$ cat src/rtl/core/tsu_pkg.sv
// ----------------------------------------------------------------------------
// tsu_pkg
// Shared widths, the reciprocal table and the item record that moves along
// the Taylor sine pipeline.
// ----------------------------------------------------------------------------
`default_nettype none

package tsu_pkg;

  localparam int FRAC_BITS = 28;
  localparam int ANGLE_W   = 31;
  localparam int SINE_W    = 36;
  localparam int CNT_W     = 4;

  // Magnitude widths follow from |x| <= 4: x2 <= 16, |term| < 11, |p| < 176.
  localparam int XMAG_W = ANGLE_W;
  localparam int MAG_W  = 32;
  localparam int X2_W   = 33;
  localparam int P_W    = 36;
  localparam int RCP_W  = 26;
  localparam int SUM_W  = SINE_W + 2;

  localparam logic [CNT_W-1:0] TERM_COUNT_RST = 4'd6;

  localparam int RCP_DEPTH = 16;

  // floor(2^28 / ((2i)(2i+1))); entry zero is never used.
  localparam logic [RCP_W-1:0] RCP_TABLE [RCP_DEPTH] = '{
    26'd0,        26'd44739242, 26'd13421772, 26'd6391320,
    26'd3728270,  26'd2440322,  26'd1720740,  26'd1278264,
    26'd986895,   26'd784898,   26'd639132,   26'd530504,
    26'd447392,   26'd382386,   26'd330585,   26'd288640
  };

  localparam logic signed [SUM_W-1:0] SINE_MAX = SUM_W'((64'sd1 <<< (SINE_W - 1)) - 64'sd1);
  localparam logic signed [SUM_W-1:0] SINE_MIN = SUM_W'(-(64'sd1 <<< (SINE_W - 1)));

  // One item in flight: the current term as sign and magnitude, and the
  // sum of the terms before it.
  typedef struct packed {
    logic [CNT_W-1:0]         n;
    logic [X2_W-1:0]          x2;
    logic                     sign;
    logic [MAG_W-1:0]         mag;
    logic signed [SUM_W-1:0]  sum;
  } tsu_item_t;

  function automatic logic signed [SUM_W-1:0] tsu_term_value(input logic sign,
                                                            input logic [MAG_W-1:0] mag);
    logic signed [SUM_W-1:0] ext;
    ext = SUM_W'({1'b0, mag});
    return sign ? -ext : ext;
  endfunction

endpackage

`default_nettype wire

$ cat src/rtl/core/tsu_square.sv
// ----------------------------------------------------------------------------
// tsu_square
// Front of the pipeline: takes the request, splits the angle into sign and
// magnitude, then squares it to form x2; the magnitude is the first term.
// ----------------------------------------------------------------------------
`default_nettype none

module tsu_square #(
  parameter int MAX_TERMS = 12
) (
  input  wire logic                          clk,
  input  wire logic                          rst_n,
  input  wire logic                          in_valid,
  output logic                               in_ready,
  input  wire logic signed [tsu_pkg::ANGLE_W-1:0] in_angle,
  input  wire logic [tsu_pkg::CNT_W-1:0]     term_count,
  output logic                               out_valid,
  input  wire logic                          out_ready,
  output tsu_pkg::tsu_item_t                 out_item
);
  import tsu_pkg::*;

  logic                   a_vld_r;
  logic                   a_sign_r;
  logic [XMAG_W-1:0]      a_mag_r;
  logic [CNT_W-1:0]       a_n_r;
  logic                   b_vld_r;
  tsu_item_t              b_item_r;
  logic                   a_rdy;
  logic                   b_rdy;
  logic [CNT_W-1:0]       n_nxt;
  logic [XMAG_W-1:0]      mag_nxt;
  logic [2*XMAG_W-1:0]    sq;
  tsu_item_t              b_item_nxt;

  assign b_rdy    = !b_vld_r || out_ready;
  assign a_rdy    = !a_vld_r || b_rdy;
  assign in_ready = a_rdy;

  always_comb begin
    if ({1'b0, term_count} > (CNT_W + 1)'(MAX_TERMS)) begin
      n_nxt = CNT_W'(MAX_TERMS);
    end else begin
      n_nxt = term_count;
    end
    mag_nxt = in_angle[ANGLE_W-1] ? XMAG_W'(-in_angle) : XMAG_W'(in_angle);
  end

  always_comb begin
    sq               = a_mag_r * a_mag_r;
    b_item_nxt.n     = a_n_r;
    b_item_nxt.x2    = sq[FRAC_BITS +: X2_W];
    b_item_nxt.sign  = a_sign_r;
    b_item_nxt.mag   = MAG_W'(a_mag_r);
    b_item_nxt.sum   = '0;
  end

  always_ff @(posedge clk) begin
    if (!rst_n) begin
      a_vld_r <= 1'b0;
      b_vld_r <= 1'b0;
    end else begin
      if (a_rdy) begin
        a_vld_r <= in_valid;
      end
      if (b_rdy) begin
        b_vld_r <= a_vld_r;
      end
    end
  end

  always_ff @(posedge clk) begin
    if (in_valid && a_rdy) begin
      a_sign_r <= in_angle[ANGLE_W-1];
      a_mag_r  <= mag_nxt;
      a_n_r    <= n_nxt;
    end
    if (a_vld_r && b_rdy) begin
      b_item_r <= b_item_nxt;
    end
  end

  assign out_valid = b_vld_r;
  assign out_item  = b_item_r;

endmodule

`default_nettype wire

$ cat config.mk
export PLATFORM = sky130hd
export DESIGN_NAME = tsu_square
export DESIGN_NICKNAME = d
export VERILOG_FILES = /design/src/rtl/core/tsu_pkg.sv /design/src/rtl/core/tsu_square.sv
export SDC_FILE = /design/constraint.sdc
export NUM_CORES = 2
export LEC_CHECK = 0
export BUFFER_PORTS_ARGS = -buffer_cell sky130_fd_sc_hd__buf_2
export CORE_ASPECT_RATIO = 0.7
export CORE_MARGIN = 5
export CORE_UTILIZATION = 52
export DETAILED_ROUTE_END_ITERATION = 10
export PLACE_DENSITY_LB_ADDON = 0.12
export SYNTH_ARGS = -nofsm -noshare
export SYNTH_HDL_FRONTEND = slang
export SYNTH_SLANG_ARGS = --single-unit
$ cat constraint.sdc
create_clock -name clk -period 20.5 [get_ports clk]
set_input_delay 1.025 -clock clk [delete_from_list [all_inputs] [get_ports clk]]
set_output_delay 1.025 -clock clk [all_outputs]
set_load 0.1 [all_outputs]
==> flow_metrics.tcl <==
set metrics [dict create \
    io_pins 149 \
    status "complete, no violations" \
    max_freq_ghz 0.106 \
    synthArstFlopShare 0 \
    final_cells 3997 \
    numPortBuffers 109 \
    synth_xor_area_frac 0.0243 \
    regArea_um2 3190 \
    synth_cell_types 59 \
    cts_tree "built" \
    period_share 0.462 \
    ys_seq_area_frac 0.103 \
    post-synth-top-count-cell "inv_1" \
    placedInstanceArea_um2 32200 \
    worstSkewPairLatency_ns 0.42 \
    multi_input_area_um2 23700 \
    drive_gt1_frac 0.0560 \
    cts_setup_buffers 0 \
    grt_util_all_layers 0.274 \
    arrival_ns 9.63 \
    rsz0062_at_grt "false" \
    finalCriticalPeriod_ns 9.47 \
    grt_overflow 0 \
    core.rowCount 74 \
    clockRootBuffer "clkbuf_16" \
    drc 0 \
    drv_cap 0 \
    fin_setup_tns_ns 0 \
    synth_mux_area_frac 0.00133 \
    cts.reportedPaths.clkPinSlew_ns 0.09 \
    yosys-top-cells-count "inv_1, fa_1, nand2_1" \
    avgRoutedWirePerCell_um 20.9 \
    synth_top_family_by_area "adder cells" \
    start_kind "flip-flop" \
    ys_dominant_reg_cell "edfxtp_1" \
    ys_warn_count 0 \
    synth_top_cell_by_area "fa_1" \
    final_core_util 0.556 \
    critPathMaxFanout 25 \
    slew-limit-headroom 0.172 \
    gp_congestion 0.916 \
    place_hpwl_um 66200 \
    cts_sinks 107 \
    worst_pin_slew_ns 1.24 \
    synth_fa_ha_area_frac 0.590 \
    hold_viol 0 \
    cp.required_ns 20.66 \
    design_area_um2 32600 \
    cts_resized 0 \
    placed_cells_incl_taps 3981 \
    ant_nets 0 \
    ys_ff_latch 107 \
    min_path_type "flip-flop to flip-flop" \
    cts_max_path_buffers 2 \
    critPathCaptureType "flip-flop" \
    die_area_um2 64600 \
    die_w_um 302 \
    maxSlewViolCount 0 \
    avgSynthCellArea_um2 9.85 \
    netlist_area_um2 31000 \
    syn-instance-count 3143 \
    synth_simple_gate_area_frac 0.103 \
    core-area_um2 58600 \
    grt_max_degree 44 \
    htreeDepth 3 \
    cts_hold_buf 0 \
    nFillCells 5290 \
    num_antenna_cells 0 \
    synth_edf_count 105 \
    vias_per_cell 5.24 \
    grt_pass1_vias 23600 \
    fin_worst_skew_ns 0.0285 \
    vias 20900 \
    setup_viol 0 \
    area_growth_pct 5.15 \
    dr.first_iter.drc_count 1253 \
    die_height_um 214 \
    dr.pass1.iters 7 \
    path_class "flip-flop to flip-flop" \
    numCtsBuffers 9 \
    synth_top_area_share 0.484 \
    initial_core_util 0.528 \
    antenna_found_initial 1 \
    drt_wl_total_um 83500 \
    grt_pass1_wl_um 137000 \
    synth_compound_area_frac 0.0421 \
    finalNetCount 4244 \
    synth_area_leaders "fa_1, inv_1, ha_1" \
]
## flip-flops by register name, indices dropped and copies added, names as in the netlist
register,cells
a_mag_r,31
a_n_r,4
a_sign_r,1
a_vld_r,1
out_item,69
out_valid,1
## critical path: stages, from the launching register on
cell and delay [ns]:
edfxtp_1 0.33, buf_4 0.40, clkinv_1 0.76, nor2_1 0.53
fa_1 0.52, fa_1 0.55, inv_1 0.05, fa_1 0.50
fa_1 0.52, inv_1 0.06, fa_1 0.55, fa_1 0.43
fa_1 0.51, fa_1 0.42, ha_1 0.36, a21oi_1 0.16
o21ai_0 0.12, a221oi_1 1.05, nand2_1 0.08, o21ai_0 0.28
buf_4 0.18, o21ai_1 0.18, a211oi_1 0.38, o21bai_1 0.12
xor2_1 0.15
## area by class of cell
class,instances,area share
Multi-Input combinational cell,1991,0.728
Inverter,940,0.108
Sequential cell,107,0.0981
Tap cell,798,0.0307
Timing Repair Buffer,145,0.0251
Clock buffer,9,0.00692
Clock inverter,7,0.00273
## kinds of logic (layout without fill, tap and decap cells)
logic type	Yosys count	count (layout)
buf+inv	1083	1101
fa+ha+maj	1011	1011
simple gates	647	647
compound gates	204	204
flops	107	107
xor+xnor	86	86
mux	4	4
other cells	1	39
## layer usage
layer  global-route usage  vias up  part of all wire  wire length [um]
met3               0.0748      109             0.093              7780
met2                0.408      821              0.44             36500
li1                     -     9220                 -                 -
met5                    0        -                 0                 0
met4               0.0467        0             0.020              1660
met1                0.411    10800              0.45             37600
## path summary, 6_finish.rpt
path | depth (start not counted) | slack [ns] | start | end
max | 24 | 11.03 | a_mag_r[8] | out_item[102]
min | 0 | 0.42 | a_n_r[1] | out_item[105]
max reg2reg | 24 | 11.03 | a_mag_r[8] | out_item[102]
min reg2reg | 0 | 0.42 | a_n_r[1] | out_item[105]
## per-stage QoR
stage                     setup slack, ns  hold WS, ns
final                               11.03        0.421
after global routing                10.61        0.437
after CTS                           11.22        0.417
after detailed placement            11.26        0.405
after global placement              11.33        0.401
after floorplan                     13.14        0.400
## layout by cell type, fill, tap and decap left out, drive strengths merged, types with 58 or more instances in the layout
| cell | instances |
|---|---|
| nand2 | 282 |
| ha | 263 |
| xnor2 | 58 |
| a21oi | 62 |
| edfxtp | 105 |
| nor2 | 61 |
| fa | 748 |
| buf | 145 |
| inv | 942 |
| and2 | 202 |
Power is left out: the tool's default activity adds up to more than one toggle a clock period on the data nets, which glitch-free logic cannot reach.
