## config.mk

```make
export PLATFORM = sky130hd
export DESIGN_NAME = tsu_term_stage
export DESIGN_NICKNAME = d
export VERILOG_FILES = /design/src/rtl/core/tsu_pkg.sv /design/src/rtl/core/tsu_term_stage.sv
export SDC_FILE = /design/constraint.sdc
export NUM_CORES = 2
export LEC_CHECK = 0
export BUFFER_PORTS_ARGS = -buffer_cell sky130_fd_sc_hd__buf_4
export CELL_PAD_IN_SITES_DETAIL_PLACEMENT = 2
export CELL_PAD_IN_SITES_GLOBAL_PLACEMENT = 2
export CORE_ASPECT_RATIO = 1.4
export CORE_MARGIN = 2
export CORE_UTILIZATION = 46
export CTS_BUF_LIST = sky130_fd_sc_hd__clkbuf_8
export DETAILED_ROUTE_END_ITERATION = 7
export PLACE_DENSITY = 0.95
export SLEW_MARGIN = 20
export SYNTH_ARGS = -nofsm -noshare
export SYNTH_HDL_FRONTEND = slang
export SYNTH_SLANG_ARGS = --single-unit
export TNS_END_PERCENT = 100
```

## constraint.sdc

```tcl
create_clock -name clk -period 15.2 [get_ports clk]
set_clock_uncertainty 0.15 [all_clocks]
set_input_delay 0.76 -clock clk [delete_from_list [all_inputs] [get_ports clk]]
set_output_delay 0.76 -clock clk [all_outputs]
set_load 0.05 [all_outputs]
```

## src/rtl/core/tsu_pkg.sv

```systemverilog
// ----------------------------------------------------------------------------
// tsu_pkg
// Shared widths, the reciprocal table and the item record that moves along
// the Taylor sine pipeline.
// ----------------------------------------------------------------------------
`default_nettype none

package tsu_pkg;

  localparam int FRAC_BITS = 28;
  localparam int ANGLE_W   = 31;
  localparam int SINE_W    = 36;
  localparam int CNT_W     = 4;

  // Magnitude widths follow from |x| <= 4: x2 <= 16, |term| < 11, |p| < 176.
  localparam int XMAG_W = ANGLE_W;
  localparam int MAG_W  = 32;
  localparam int X2_W   = 33;
  localparam int P_W    = 36;
  localparam int RCP_W  = 26;
  localparam int SUM_W  = SINE_W + 2;

  localparam logic [CNT_W-1:0] TERM_COUNT_RST = 4'd6;

  localparam int RCP_DEPTH = 16;

  // floor(2^28 / ((2i)(2i+1))); entry zero is never used.
  localparam logic [RCP_W-1:0] RCP_TABLE [RCP_DEPTH] = '{
    26'd0,        26'd44739242, 26'd13421772, 26'd6391320,
    26'd3728270,  26'd2440322,  26'd1720740,  26'd1278264,
    26'd986895,   26'd784898,   26'd639132,   26'd530504,
    26'd447392,   26'd382386,   26'd330585,   26'd288640
  };

  localparam logic signed [SUM_W-1:0] SINE_MAX = SUM_W'((64'sd1 <<< (SINE_W - 1)) - 64'sd1);
  localparam logic signed [SUM_W-1:0] SINE_MIN = SUM_W'(-(64'sd1 <<< (SINE_W - 1)));

  // One item in flight: the current term as sign and magnitude, and the
  // sum of the terms before it.
  typedef struct packed {
    logic [CNT_W-1:0]         n;
    logic [X2_W-1:0]          x2;
    logic                     sign;
    logic [MAG_W-1:0]         mag;
    logic signed [SUM_W-1:0]  sum;
  } tsu_item_t;

  function automatic logic signed [SUM_W-1:0] tsu_term_value(input logic sign,
                                                            input logic [MAG_W-1:0] mag);
    logic signed [SUM_W-1:0] ext;
    ext = SUM_W'({1'b0, mag});
    return sign ? -ext : ext;
  endfunction

endpackage

`default_nettype wire

```

## src/rtl/core/tsu_term_stage.sv

```systemverilog
// ----------------------------------------------------------------------------
// tsu_term_stage
// One series step: adds the incoming term to the sum if it counts, multiplies
// it by x2, then scales by the reciprocal of (2i)(2i+1) and flips the sign.
// ----------------------------------------------------------------------------
`default_nettype none

module tsu_term_stage #(
  parameter int TERM_IDX = 1
) (
  input  wire logic               clk,
  input  wire logic               rst_n,
  input  wire logic               in_valid,
  output logic                    in_ready,
  input  wire tsu_pkg::tsu_item_t in_item,
  output logic                    out_valid,
  input  wire logic               out_ready,
  output tsu_pkg::tsu_item_t      out_item
);
  import tsu_pkg::*;

  localparam logic [CNT_W:0]       PREV_IDX = (CNT_W + 1)'(TERM_IDX - 1);
  localparam logic [RCP_W-1:0]     RCP      = RCP_TABLE[TERM_IDX];

  logic                     a_vld_r;
  logic [CNT_W-1:0]         a_n_r;
  logic [X2_W-1:0]          a_x2_r;
  logic                     a_sign_r;
  logic [P_W-1:0]           a_p_r;
  logic signed [SUM_W-1:0]  a_sum_r;
  logic                     b_vld_r;
  tsu_item_t                b_item_r;
  logic                     a_rdy;
  logic                     b_rdy;
  logic [MAG_W+X2_W-1:0]    prod_a;
  logic [P_W+RCP_W-1:0]     prod_b;
  logic signed [SUM_W-1:0]  sum_nxt;
  tsu_item_t                b_item_nxt;

  assign b_rdy    = !b_vld_r || out_ready;
  assign a_rdy    = !a_vld_r || b_rdy;
  assign in_ready = a_rdy;

  always_comb begin
    prod_a = in_item.mag * in_item.x2;
    // The previous term counts only if it is among the first n terms.
    if (PREV_IDX < {1'b0, in_item.n}) begin
      sum_nxt = in_item.sum + tsu_term_value(in_item.sign, in_item.mag);
    end else begin
      sum_nxt = in_item.sum;
    end
  end

  always_comb begin
    prod_b          = a_p_r * RCP;
    b_item_nxt.n    = a_n_r;
    b_item_nxt.x2   = a_x2_r;
    b_item_nxt.sign = !a_sign_r;
    b_item_nxt.mag  = prod_b[FRAC_BITS +: MAG_W];
    b_item_nxt.sum  = a_sum_r;
  end

  always_ff @(posedge clk) begin
    if (!rst_n) begin
      a_vld_r <= 1'b0;
      b_vld_r <= 1'b0;
    end else begin
      if (a_rdy) begin
        a_vld_r <= in_valid;
      end
      if (b_rdy) begin
        b_vld_r <= a_vld_r;
      end
    end
  end

  always_ff @(posedge clk) begin
    if (in_valid && a_rdy) begin
      a_n_r    <= in_item.n;
      a_x2_r   <= in_item.x2;
      a_sign_r <= in_item.sign;
      a_p_r    <= prod_a[FRAC_BITS +: P_W];
      a_sum_r  <= sum_nxt;
    end
    if (a_vld_r && b_rdy) begin
      b_item_r <= b_item_nxt;
    end
  end

  assign out_valid = b_vld_r;
  assign out_item  = b_item_r;

endmodule

`default_nettype wire

```

==> metrics.yaml <==
status:
  status: "completed"
setup_path:
  r2r-end: "out_item[68]$_DFFE_PP_"
  start_kind: "input port"
  critPathBufInv: 3
  r2r_cells: 20
  crit_chain: "buf_4, and2_1, fa_1, fa_1, inv_1, fa_1, fa_1, inv_1, fa_1, fa_1, fa_1, fa_1, ha_1, nand2_1, or2_2, a311oi_2, o2111ai_1, a21oi_1, o21ai_1, o311ai_0, xor2_1"
  critical_path_class: "in -> reg"
  cp_top_family: "adder cells"
  critical_path_arrival_ps: 10330
  cpMostUsedCell: "fa_1"
  slowest_delay_ps: 920
  r2r-start: "a_p_r[7]$_DFFE_PP_"
  end_kind: "flop"
  cp_slowest_cell: "a311oi_2"
  rrSetupSlack_ps: 5950
  required_ps: 15480
  critPathMaxFanout: 33
logic_synthesis:
  seq_area_frac_synth_pct: 11.8
  synth-edff-count: 220
  async_reset_ff_share_pct: 0
  syn-cell-area_mm2: 0.0564
  syn_avg_cell_area_um2: 9.77
  synth_fp_nets: 7727
  synth.distinct_cells: 70
  ys_ff_latch: 222
  ys_warn_count: 0
  synth_ff_type: "edfxtp_1"
  synthCells: 5771
global_route:
  grt_max_degree: 66
  first_global_vias: 57600
  antenna_found_initial: 16
  grt_first_pass_wirelength_mm: 413
  grt_use_total_pct: 46.1
  grt-ovfl-total: 0
die:
  dieArea_mm2: 0.125
  core_mm2: 0.122
  die_w_um: 300
  pin_count: 222
  die_y_um: 418
  initial_core_util_pct: 46.2
  num_rows: 152
clocking:
  cts_buffer_depth: 3
  htree_levels: 2
  postCtsResizedCells: 0
  numClockSinks: 222
  root_buffer: "clkbuf_8"
  hold_buffers: 0
  cts_setup_buffers: 0
  clock_latency_ps: 730
  cts_made_buffers: 40
  cts_tree: "built"
  clk_pin_slew_ps: 70
placed_design:
  globalplace.congestion: 0.958
  io_buffers: 221
  dp_cells: 7358
  placed_area_mm2: 0.0591
  dp_hpwl_mm: 199
final_layout:
  final_nets: 7739
  n_fill_cell: 12600
  instances_no_fill: 7440
  syn2layout_area_growth_pct: 6.30
  drive_gt1_share_pct: 5.20
  stdcell_area_mm2: 0.0599
detailed_routing:
  antenna_left: 0
  wl_mm: 286
  wl_per_cell_um: 38.4
  drc: 0
  vias: 47300
  avgViaCountPerCell: 6.36
  drtIter0Drc: 4506
  dr.pass1.iters: 6
sta:
  rsz0062_at_grt: "no"
  tightest_slew_ps: 1180
  max_freq_ghz: 0.0995
  fin_crit_ps: 10050
  fin_setup_tns_ps: 0
  relSlewSlack_pct: 19.2
  setup_viol: 0
  hold_viol: 0
  fin_crit_sh_pct: 66.2
  slew_violations: 0
worst_hold_path:
  hp-start: "in_item[105]"
  min_path_cells: 1
  holdCritPathClass: "in -> reg"
  hold_path_end: "a_n_r[1]$_DFFE_PP_"
flow_run:
  max-cap-violations: 0
[state kept, by name, summed over array words and instances, names as in the netlist]
register / count
a_n_r: 4
a_vld_r: 1
a_x2_r: 33
out_valid: 1
a_p_r: 36
a_sum_r: 38
a_sign_r: 1
out_item: 108
[routing by layer]
layer	up-vias	wire length [um]	GRT usage, %
met5	-	40	0
met4	6	33700	45.2
met3	1885	23900	11.5
met2	3770	137000	76.1
met1	24400	91000	47.3
li1	17300	-	-
[worst max path at each step]
stage	startpoint	to	slack, ps	cells after the start
after floorplan	in_item[43]	a_p_r[35]$_DFFE_PP_	6950	28
after global placement	in_item[86]	a_p_r[35]$_DFFE_PP_	5940	27
after detailed placement	in_item[41]	a_p_r[35]$_DFFE_PP_	5420	27
after CTS	in_item[41]	a_p_r[30]$_DFFE_PP_	5870	24
after global routing	in_item[47]	a_p_r[30]$_DFFE_PP_	5100	21
final	in_item[90]	a_p_r[30]$_DFFE_PP_	5150	21
[cells in the mapped netlist (all sizes together) (3+ instances only)]
cell type	n	area share, %
inv	1481	9.9
fa	1241	44
nand2	685	4.6
ha	603	13
and2	483	5.4
clkbuf	235	1.6
edfxtp	220	12
a21oi	147	1.3
o21ai	98	0.89
xnor2	91	1.4
nor2	72	0.48
a21o	58	0.77
xor2	42	0.65
nand3	33	0.29
nand4	32	0.36
buf	22	0.20
a211oi	16	0.21
a31oi	16	0.18
o21bai	16	0.21
nor2b	13	0.14
o211ai	13	0.17
o31ai	13	0.17
and3	12	0.13
nand2b	11	0.12
nor3	11	0.11
o21a	11	0.15
or3	10	0.13
or4	9	0.13
and4	6	0.093
o31a	6	0.093
nor4	5	0.093
o2111ai	5	0.078
a21boi	4	0.053
a221o	4	0.071
o221ai	4	0.062
a221oi	3	0.047
a311oi	3	0.047
nand3b	3	0.040
o311a	3	0.053
o311ai	3	0.047
o41ai	3	0.047
[cell usage in the layout (no fill, tap or decap), types with 7 or more instances in the layout]
cell / n
or3_1: 8
xnor2_1: 91
a211oi_1: 16
diode_2: 10
o21ai_1: 10
o21ai_0: 87
a31oi_1: 16
nand2b_1: 11
fa_1: 1241
ha_1: 603
and3_1: 12
nand2_1: 685
nand3_1: 33
and2_1: 481
inv_1: 1486
clkinv_1: 10
o31ai_1: 13
o21a_1: 11
a21oi_1: 147
clkbuf_8: 40
nand4_1: 32
nor2b_1: 12
o211ai_1: 13
xor2_1: 42
nor3_1: 10
o21bai_1: 16
nor2_1: 71
edfxtp_1: 220
buf_4: 227
or4_1: 7
clkinv_2: 9
a21o_1: 58
[layout make-up]
class / instances / area (um^2) / share of cell area [%]
inverters: 1481 / 5560 / 9.28
clock buffers: 40 / 551 / 0.919
repair buffers: 227 / 1700 / 2.84
well taps: 1617 / 2020 / 3.38
multi-input cells: 3811 / 43200 / 72.1
clock inverters: 32 / 213 / 0.355
flip-flops and latches: 222 / 6650 / 11.1
diodes: 10 / 25.0 / 0.0418
[stage by stage]
stage	setup slack [ps]	hold WS, ps	utilization (%)
2_1_floorplan	6950	250	-
3_3_place_gp	5940	251	48.4
3_5_place_dp	5420	257	48.4
4_1_cts	5870	85.1	49.1
5_1_grt	5100	106	49.1
6_report	5150	110	49.1
[cells by family (layout without fill, tap and decap cells)]
logic type / count (synthesis) / after routing / share of synthesized area [%]
buffers and inverters: 1738 / 1780 / 11.6
xor gates and xnor gates: 133 / 133 / 2.07
AOI/OAI and AO/OA: 440 / 440 / 4.88
and+or+nand+nor: 1394 / 1394 / 12.2
other: 0 / 10 / 0
adders and majority gates: 1844 / 1844 / 57.5
DFF: 222 / 222 / 11.8
Power is left out: the tool's default activity adds up to more than one toggle a clock period on the data nets, which glitch-free logic cannot reach.
