===== config.mk =====
export PLATFORM = sky130hd
export DESIGN_NAME = tsu_output
export DESIGN_NICKNAME = d
export VERILOG_FILES = /design/src/rtl/core/tsu_pkg.sv /design/src/rtl/core/tsu_output.sv
export SDC_FILE = /design/constraint.sdc
export NUM_CORES = 1
export LEC_CHECK = 0
export ABC_AREA = 1
export ABC_CLOCK_PERIOD_IN_PS = 8900
export BUFFER_PORTS_ARGS = -buffer_cell sky130_fd_sc_hd__buf_2
export CELL_PAD_IN_SITES_DETAIL_PLACEMENT = 0
export CELL_PAD_IN_SITES_GLOBAL_PLACEMENT = 2
export CORE_ASPECT_RATIO = 1.5
export CORE_MARGIN = 3
export CORE_UTILIZATION = 30
export CTS_BUF_LIST = sky130_fd_sc_hd__clkbuf_8
export DETAILED_ROUTE_END_ITERATION = 8
export PLACE_DENSITY_LB_ADDON = 0.05
export SYNTH_ARGS = -nofsm -noshare
export SYNTH_HDL_FRONTEND = slang
export SYNTH_SLANG_ARGS = --single-unit

===== constraint.sdc =====
create_clock -name clk -period 8.9 [get_ports clk]
set_input_delay 1.78 -clock clk [delete_from_list [all_inputs] [get_ports clk]]
set_output_delay 1.78 -clock clk [all_outputs]
set_load 0.05 [all_outputs]

===== src/rtl/core/tsu_pkg.sv =====
// ----------------------------------------------------------------------------
// tsu_pkg
// Shared widths, the reciprocal table and the item record that moves along
// the Taylor sine pipeline.
// ----------------------------------------------------------------------------
`default_nettype none

package tsu_pkg;

  localparam int FRAC_BITS = 28;
  localparam int ANGLE_W   = 31;
  localparam int SINE_W    = 36;
  localparam int CNT_W     = 4;

  // Magnitude widths follow from |x| <= 4: x2 <= 16, |term| < 11, |p| < 176.
  localparam int XMAG_W = ANGLE_W;
  localparam int MAG_W  = 32;
  localparam int X2_W   = 33;
  localparam int P_W    = 36;
  localparam int RCP_W  = 26;
  localparam int SUM_W  = SINE_W + 2;

  localparam logic [CNT_W-1:0] TERM_COUNT_RST = 4'd6;

  localparam int RCP_DEPTH = 16;

  // floor(2^28 / ((2i)(2i+1))); entry zero is never used.
  localparam logic [RCP_W-1:0] RCP_TABLE [RCP_DEPTH] = '{
    26'd0,        26'd44739242, 26'd13421772, 26'd6391320,
    26'd3728270,  26'd2440322,  26'd1720740,  26'd1278264,
    26'd986895,   26'd784898,   26'd639132,   26'd530504,
    26'd447392,   26'd382386,   26'd330585,   26'd288640
  };

  localparam logic signed [SUM_W-1:0] SINE_MAX = SUM_W'((64'sd1 <<< (SINE_W - 1)) - 64'sd1);
  localparam logic signed [SUM_W-1:0] SINE_MIN = SUM_W'(-(64'sd1 <<< (SINE_W - 1)));

  // One item in flight: the current term as sign and magnitude, and the
  // sum of the terms before it.
  typedef struct packed {
    logic [CNT_W-1:0]         n;
    logic [X2_W-1:0]          x2;
    logic                     sign;
    logic [MAG_W-1:0]         mag;
    logic signed [SUM_W-1:0]  sum;
  } tsu_item_t;

  function automatic logic signed [SUM_W-1:0] tsu_term_value(input logic sign,
                                                            input logic [MAG_W-1:0] mag);
    logic signed [SUM_W-1:0] ext;
    ext = SUM_W'({1'b0, mag});
    return sign ? -ext : ext;
  endfunction

endpackage

`default_nettype wire


===== src/rtl/core/tsu_output.sv =====
// ----------------------------------------------------------------------------
// tsu_output
// Tail of the pipeline: adds the last term if it counts, clamps the sum to
// the output range and holds the result until it is taken.
// ----------------------------------------------------------------------------
`default_nettype none

module tsu_output #(
  parameter int MAX_TERMS = 12
) (
  input  wire logic                         clk,
  input  wire logic                         rst_n,
  input  wire logic                         in_valid,
  output logic                              in_ready,
  input  wire tsu_pkg::tsu_item_t           in_item,
  output logic                              out_valid,
  input  wire logic                         out_ready,
  output logic signed [tsu_pkg::SINE_W-1:0] out_sine,
  output logic                              out_saturated
);
  import tsu_pkg::*;

  localparam logic [CNT_W:0] LAST_IDX = (CNT_W + 1)'(MAX_TERMS - 1);

  logic                     a_vld_r;
  logic signed [SUM_W-1:0]  a_sum_r;
  logic                     b_vld_r;
  logic signed [SINE_W-1:0] b_sine_r;
  logic                     b_sat_r;
  logic                     a_rdy;
  logic                     b_rdy;
  logic signed [SUM_W-1:0]  sum_nxt;
  logic signed [SINE_W-1:0] sine_nxt;
  logic                     sat_nxt;

  assign b_rdy    = !b_vld_r || out_ready;
  assign a_rdy    = !a_vld_r || b_rdy;
  assign in_ready = a_rdy;

  always_comb begin
    if (LAST_IDX < {1'b0, in_item.n}) begin
      sum_nxt = in_item.sum + tsu_term_value(in_item.sign, in_item.mag);
    end else begin
      sum_nxt = in_item.sum;
    end
  end

  always_comb begin
    if (a_sum_r > SINE_MAX) begin
      sine_nxt = SINE_MAX[SINE_W-1:0];
      sat_nxt  = 1'b1;
    end else if (a_sum_r < SINE_MIN) begin
      sine_nxt = SINE_MIN[SINE_W-1:0];
      sat_nxt  = 1'b1;
    end else begin
      sine_nxt = a_sum_r[SINE_W-1:0];
      sat_nxt  = 1'b0;
    end
  end

  always_ff @(posedge clk) begin
    if (!rst_n) begin
      a_vld_r <= 1'b0;
      b_vld_r <= 1'b0;
    end else begin
      if (a_rdy) begin
        a_vld_r <= in_valid;
      end
      if (b_rdy) begin
        b_vld_r <= a_vld_r;
      end
    end
  end

  always_ff @(posedge clk) begin
    if (in_valid && a_rdy) begin
      a_sum_r <= sum_nxt;
    end
    if (a_vld_r && b_rdy) begin
      b_sine_r <= sine_nxt;
      b_sat_r  <= sat_nxt;
    end
  end

  assign out_valid     = b_vld_r;
  assign out_sine      = b_sine_r;
  assign out_saturated = b_sat_r;

endmodule

`default_nettype wire


==> metrics.md <==
| Metric | Value |
|---|---|
| F_max | 0.209 GHz |
| Fin crit period | 4.78 ns |
| R2R setup slack | 6.93 ns |
| Post-route ant nets | 0 |
| Synth top area cells | edfxtp_1 (34%), nand2_1 (21%), ha_1 (7.4%) |
| Yosys reg bits | 77 |
| Synth Area in Adders | 7.67% |
| Drt initial violations | 234 |
| Core ar. | 21,700 um^2 |
| Post-synthesis mux area share | 0% |
| Area grow syn2layout | 16.0% |
| Skew-Pair Late Insertion Delay | 0.33 ns |
| Fin Setup TNS | 0 ns |
| EDFF count, synth | 75 |
| Worst Path Arrival | 4.86 ns |
| Pwr/cell area | 143 nW/um^2 |
| Drt via density | 4.52 |
| Crit path max-delay family | simple AND/OR/NAND/NOR gates |
| First-pass GRT wire length | 30.9 mm |
| Clk_skew | 0.00618 ns |
| Leakage | 3.82 nW |
| Crit-path slowest cell | ha_1 |
| Final number of setup-violating endpoints | 0 |
| Routability cong. | 0.855 |
| Design area | 7680 um^2 |
| Final Hold Vio Count | 0 |
| Yosys Warn Count | 0 |
| CTS tree | yes |
| Max_slew headroom | 28.0% |
| Class of the most critical setup path | in -> reg |
| Min-Delay Path Class | reg -> reg |
| Hold_buf cts | 0 |
| Final nets | 1,226 |
| Largest family of logic cells by synthesized area | simple AND/OR/NAND/NOR gates |
| Antenna violations before repair | 0 |
| CP Cell Sequence | buf_2, inv_1, ha_1, nand2_2, nor2_2, nand4_4, o21ai_4, nand2_4, nor2_4, xor2_2, ha_1, a21oi_1, o21ai_0, o21bai_1, nor2_1, nand3_1, nand3_1, nand2_1 |
| Reg-to-Reg End | out_sine[26] |
| Hold Worst Slack | 0.474 ns |
| Main synth FF type | edfxtp_1 |
| CTS Buffer Depth | 2 |
| WL per Instance | 14.6 um |
| RSZ-0062 raised after global routing | false |
| Crit Path Max Fanout | 6 |
| CTS Buf Count | 9 |
| Postcts setup bufs | 0 |
| Slew Limit Fails | 0 |
| Residual DRC | 0 |
| Fraction of the mapped netlist area in simple logic gates | 34.8% |
| Share of Yosys cell area claimed by the top area cell type | 34.0% |
| Tcrit/Tclk final | 53.7% |
| Post-Place Cell Area | 7510 um^2 |
| Vias in the first global route | 5,993 |
| Register area share after synthesis | 34.6% |
| Root Buffer | clkbuf_8 |
| WP buf/inv | 2 |
| Initial Utilization | 30.5% |
| Worst Setup Start Kind | input pin |
| Diode count | 0 |
| Critical R2R Launch | a_sum_r[35] |
| Die area | 23,900 um^2 |
| Status | complete, no violations |
| CTS H-tree lvls | 3 |
| Die height | 188 um |
| Worst stage delay on the critical path | 0.33 ns |
| Hold path cells | 0 |
| Max-Cap Viols | 0 |
| Syn_nets | 1,115 |
| Total grt overflow | 0 |
| Asr flop ratio synth | 0% |
| Post-synth top area cell | edfxtp_1 |
| Reg2Reg Depth | 4 |
| Die X-Extent | 127 um |
| Synth Area in Compound Gates | 7.99% |
| Pin count of the biggest net entering global routing | 58 |
| Std-Cell Rows | 66 |
| Fill count | 2,407 |
| Hold EP | out_sine[35] |
| Routed WL | 19.7 mm |
| Xor/xnor cell area share of the yosys netlist | 6.33% |
| Worst slew pin tran | 1.08 ns |
| Tot GR Track Use | 16.5% |
| CTS resizes | 0 |
| Mapped cell area | 6620 um^2 |
| Setup crit end kind | flop |
| Clock Pin Slew Worst Setup and Hold Paths | 0.07 ns |
| Syn Area/Cell | 6.88 um^2 |
| # IOs | 151 |
| First-pass detailed-route iteration total | 5 |
| DP HPWL | 17.1 mm |
| CTS Sinks | 77 |
| Cell variety after synth | 38 |
| # port buffers | 115 |
| Synthesized instance count | 963 |
| Hold Startpoint | a_sum_r[37] |
| Layout cells sized above 1 | 15.5% |
| Worst path required time | 8.98 ns |
| Via Count | 6,104 |
| Worst vdd ir | 0.0000698 V |
-- sequential cells by signal, summed over array words and instances (netlist names) --
register       flops
a_sum_r           38
out_valid          1
a_vld_r            1
out_saturated      1
out_sine          36
-- how the worst max path moves through the flow --
| stage | start | to | slack [ns] | depth (start not counted) |
|---|---|---|---|---|
| 3_5_place_dp | in_item[38] | a_sum_r[31] | 3.75 | 18 |
| 5_1_grt | in_item[38] | a_sum_r[31] | 3.80 | 19 |
| 6_report | in_item[38] | a_sum_r[31] | 4.12 | 18 |
| 2_1_floorplan | in_item[39] | a_sum_r[33] | 4.65 | 19 |
| 3_3_place_gp | in_item[38] | a_sum_r[31] | 3.73 | 17 |
| 4_1_cts | in_item[38] | a_sum_r[31] | 4.11 | 17 |
-- report_power, final --
| group | internal [W] | leakage (nW) | total [W] | switching [W] |
|---|---|---|---|---|
| Clock | 0.000112 | 0.104 | 0.000218 | 0.000106 |
| Sequential | 0.000437 | 0.733 | 0.000443 | 0.00000651 |
| Combinational | 0.000141 | 2.98 | 0.000440 | 0.000298 |
-- synthesized netlist by cell type, drive strengths merged, types with 3 or more instances --
library cell	n
nand4	4
nor3	9
o21ai	48
nor4	3
o21bai	4
nor2	100
ha	39
a21oi	44
a31oi	3
xor2	21
xnor2	26
nand3	52
inv	132
nand2	371
edfxtp	75
buf	4
nand3b	4
clkbuf	14
-- cell type report --
type | count | area [um^2] | share of cell area, %
Clock inverter | 5 | 20.0 | 0.261
Multi-Input combinational cell | 735 | 3780 | 49.2
Clock buffer | 11 | 151 | 1.97
Tap cell | 272 | 340 | 4.43
Timing Repair Buffer | 118 | 598 | 7.79
Inverter | 133 | 499 | 6.50
Sequential cell | 77 | 2290 | 29.8
-- per-stage QoR --
step	setup WS [ns]	utilization, %	instances	power [W]
finish	4.12	35.4	1351	0.00110
global route	3.80	35.4	1351	0.00119
CTS	4.11	35.4	1351	0.00112
detailed placement	3.75	34.6	1335	0.000897
global placement	3.73	34.6	1335	0.000897
floorplan	4.65	-	963	0.000765
-- placed cells by master (no fill, tap or decap), types with 3 or more instances in the layout --
master | synthesis | routed
a21oi_1 | 44 | 43
a31oi_1 | 3 | 3
buf_2 | 2 | 115
buf_4 | 0 | 3
clkbuf_8 | 0 | 11
edfxtp_1 | 75 | 75
ha_1 | 39 | 39
inv_1 | 130 | 134
nand2_1 | 362 | 361
nand2_2 | 8 | 9
nand3_1 | 47 | 47
nand3_2 | 5 | 5
nand3b_1 | 4 | 4
nand4_1 | 3 | 3
nor2_1 | 88 | 88
nor2_2 | 8 | 8
nor2_4 | 4 | 4
nor3_1 | 9 | 9
nor4_1 | 3 | 3
o21ai_0 | 37 | 37
o21ai_1 | 10 | 9
o21bai_1 | 4 | 4
xnor2_1 | 26 | 26
xor2_1 | 20 | 20
-- layer usage --
layer / GRT usage (%) / part of all wire (%)
met5: 0 / 0
met4: 4.62 / 1.7
met3: 1.20 / 3.1
met2: 28.6 / 49
met1: 22.0 / 46
-- logic make-up (layout without fill, tap and decap cells) --
group                      count (synthesis)  in the layout
xor gates and xnor gates                  47             47
buffers and inverters                    151            267
AOI/OAI and AO/OA                        100            100
adders and majority gates                 40             40
and+or+nand+nor                          548            548
DFF                                       77             77
Note: power is estimated with default switching activity, not from simulation.
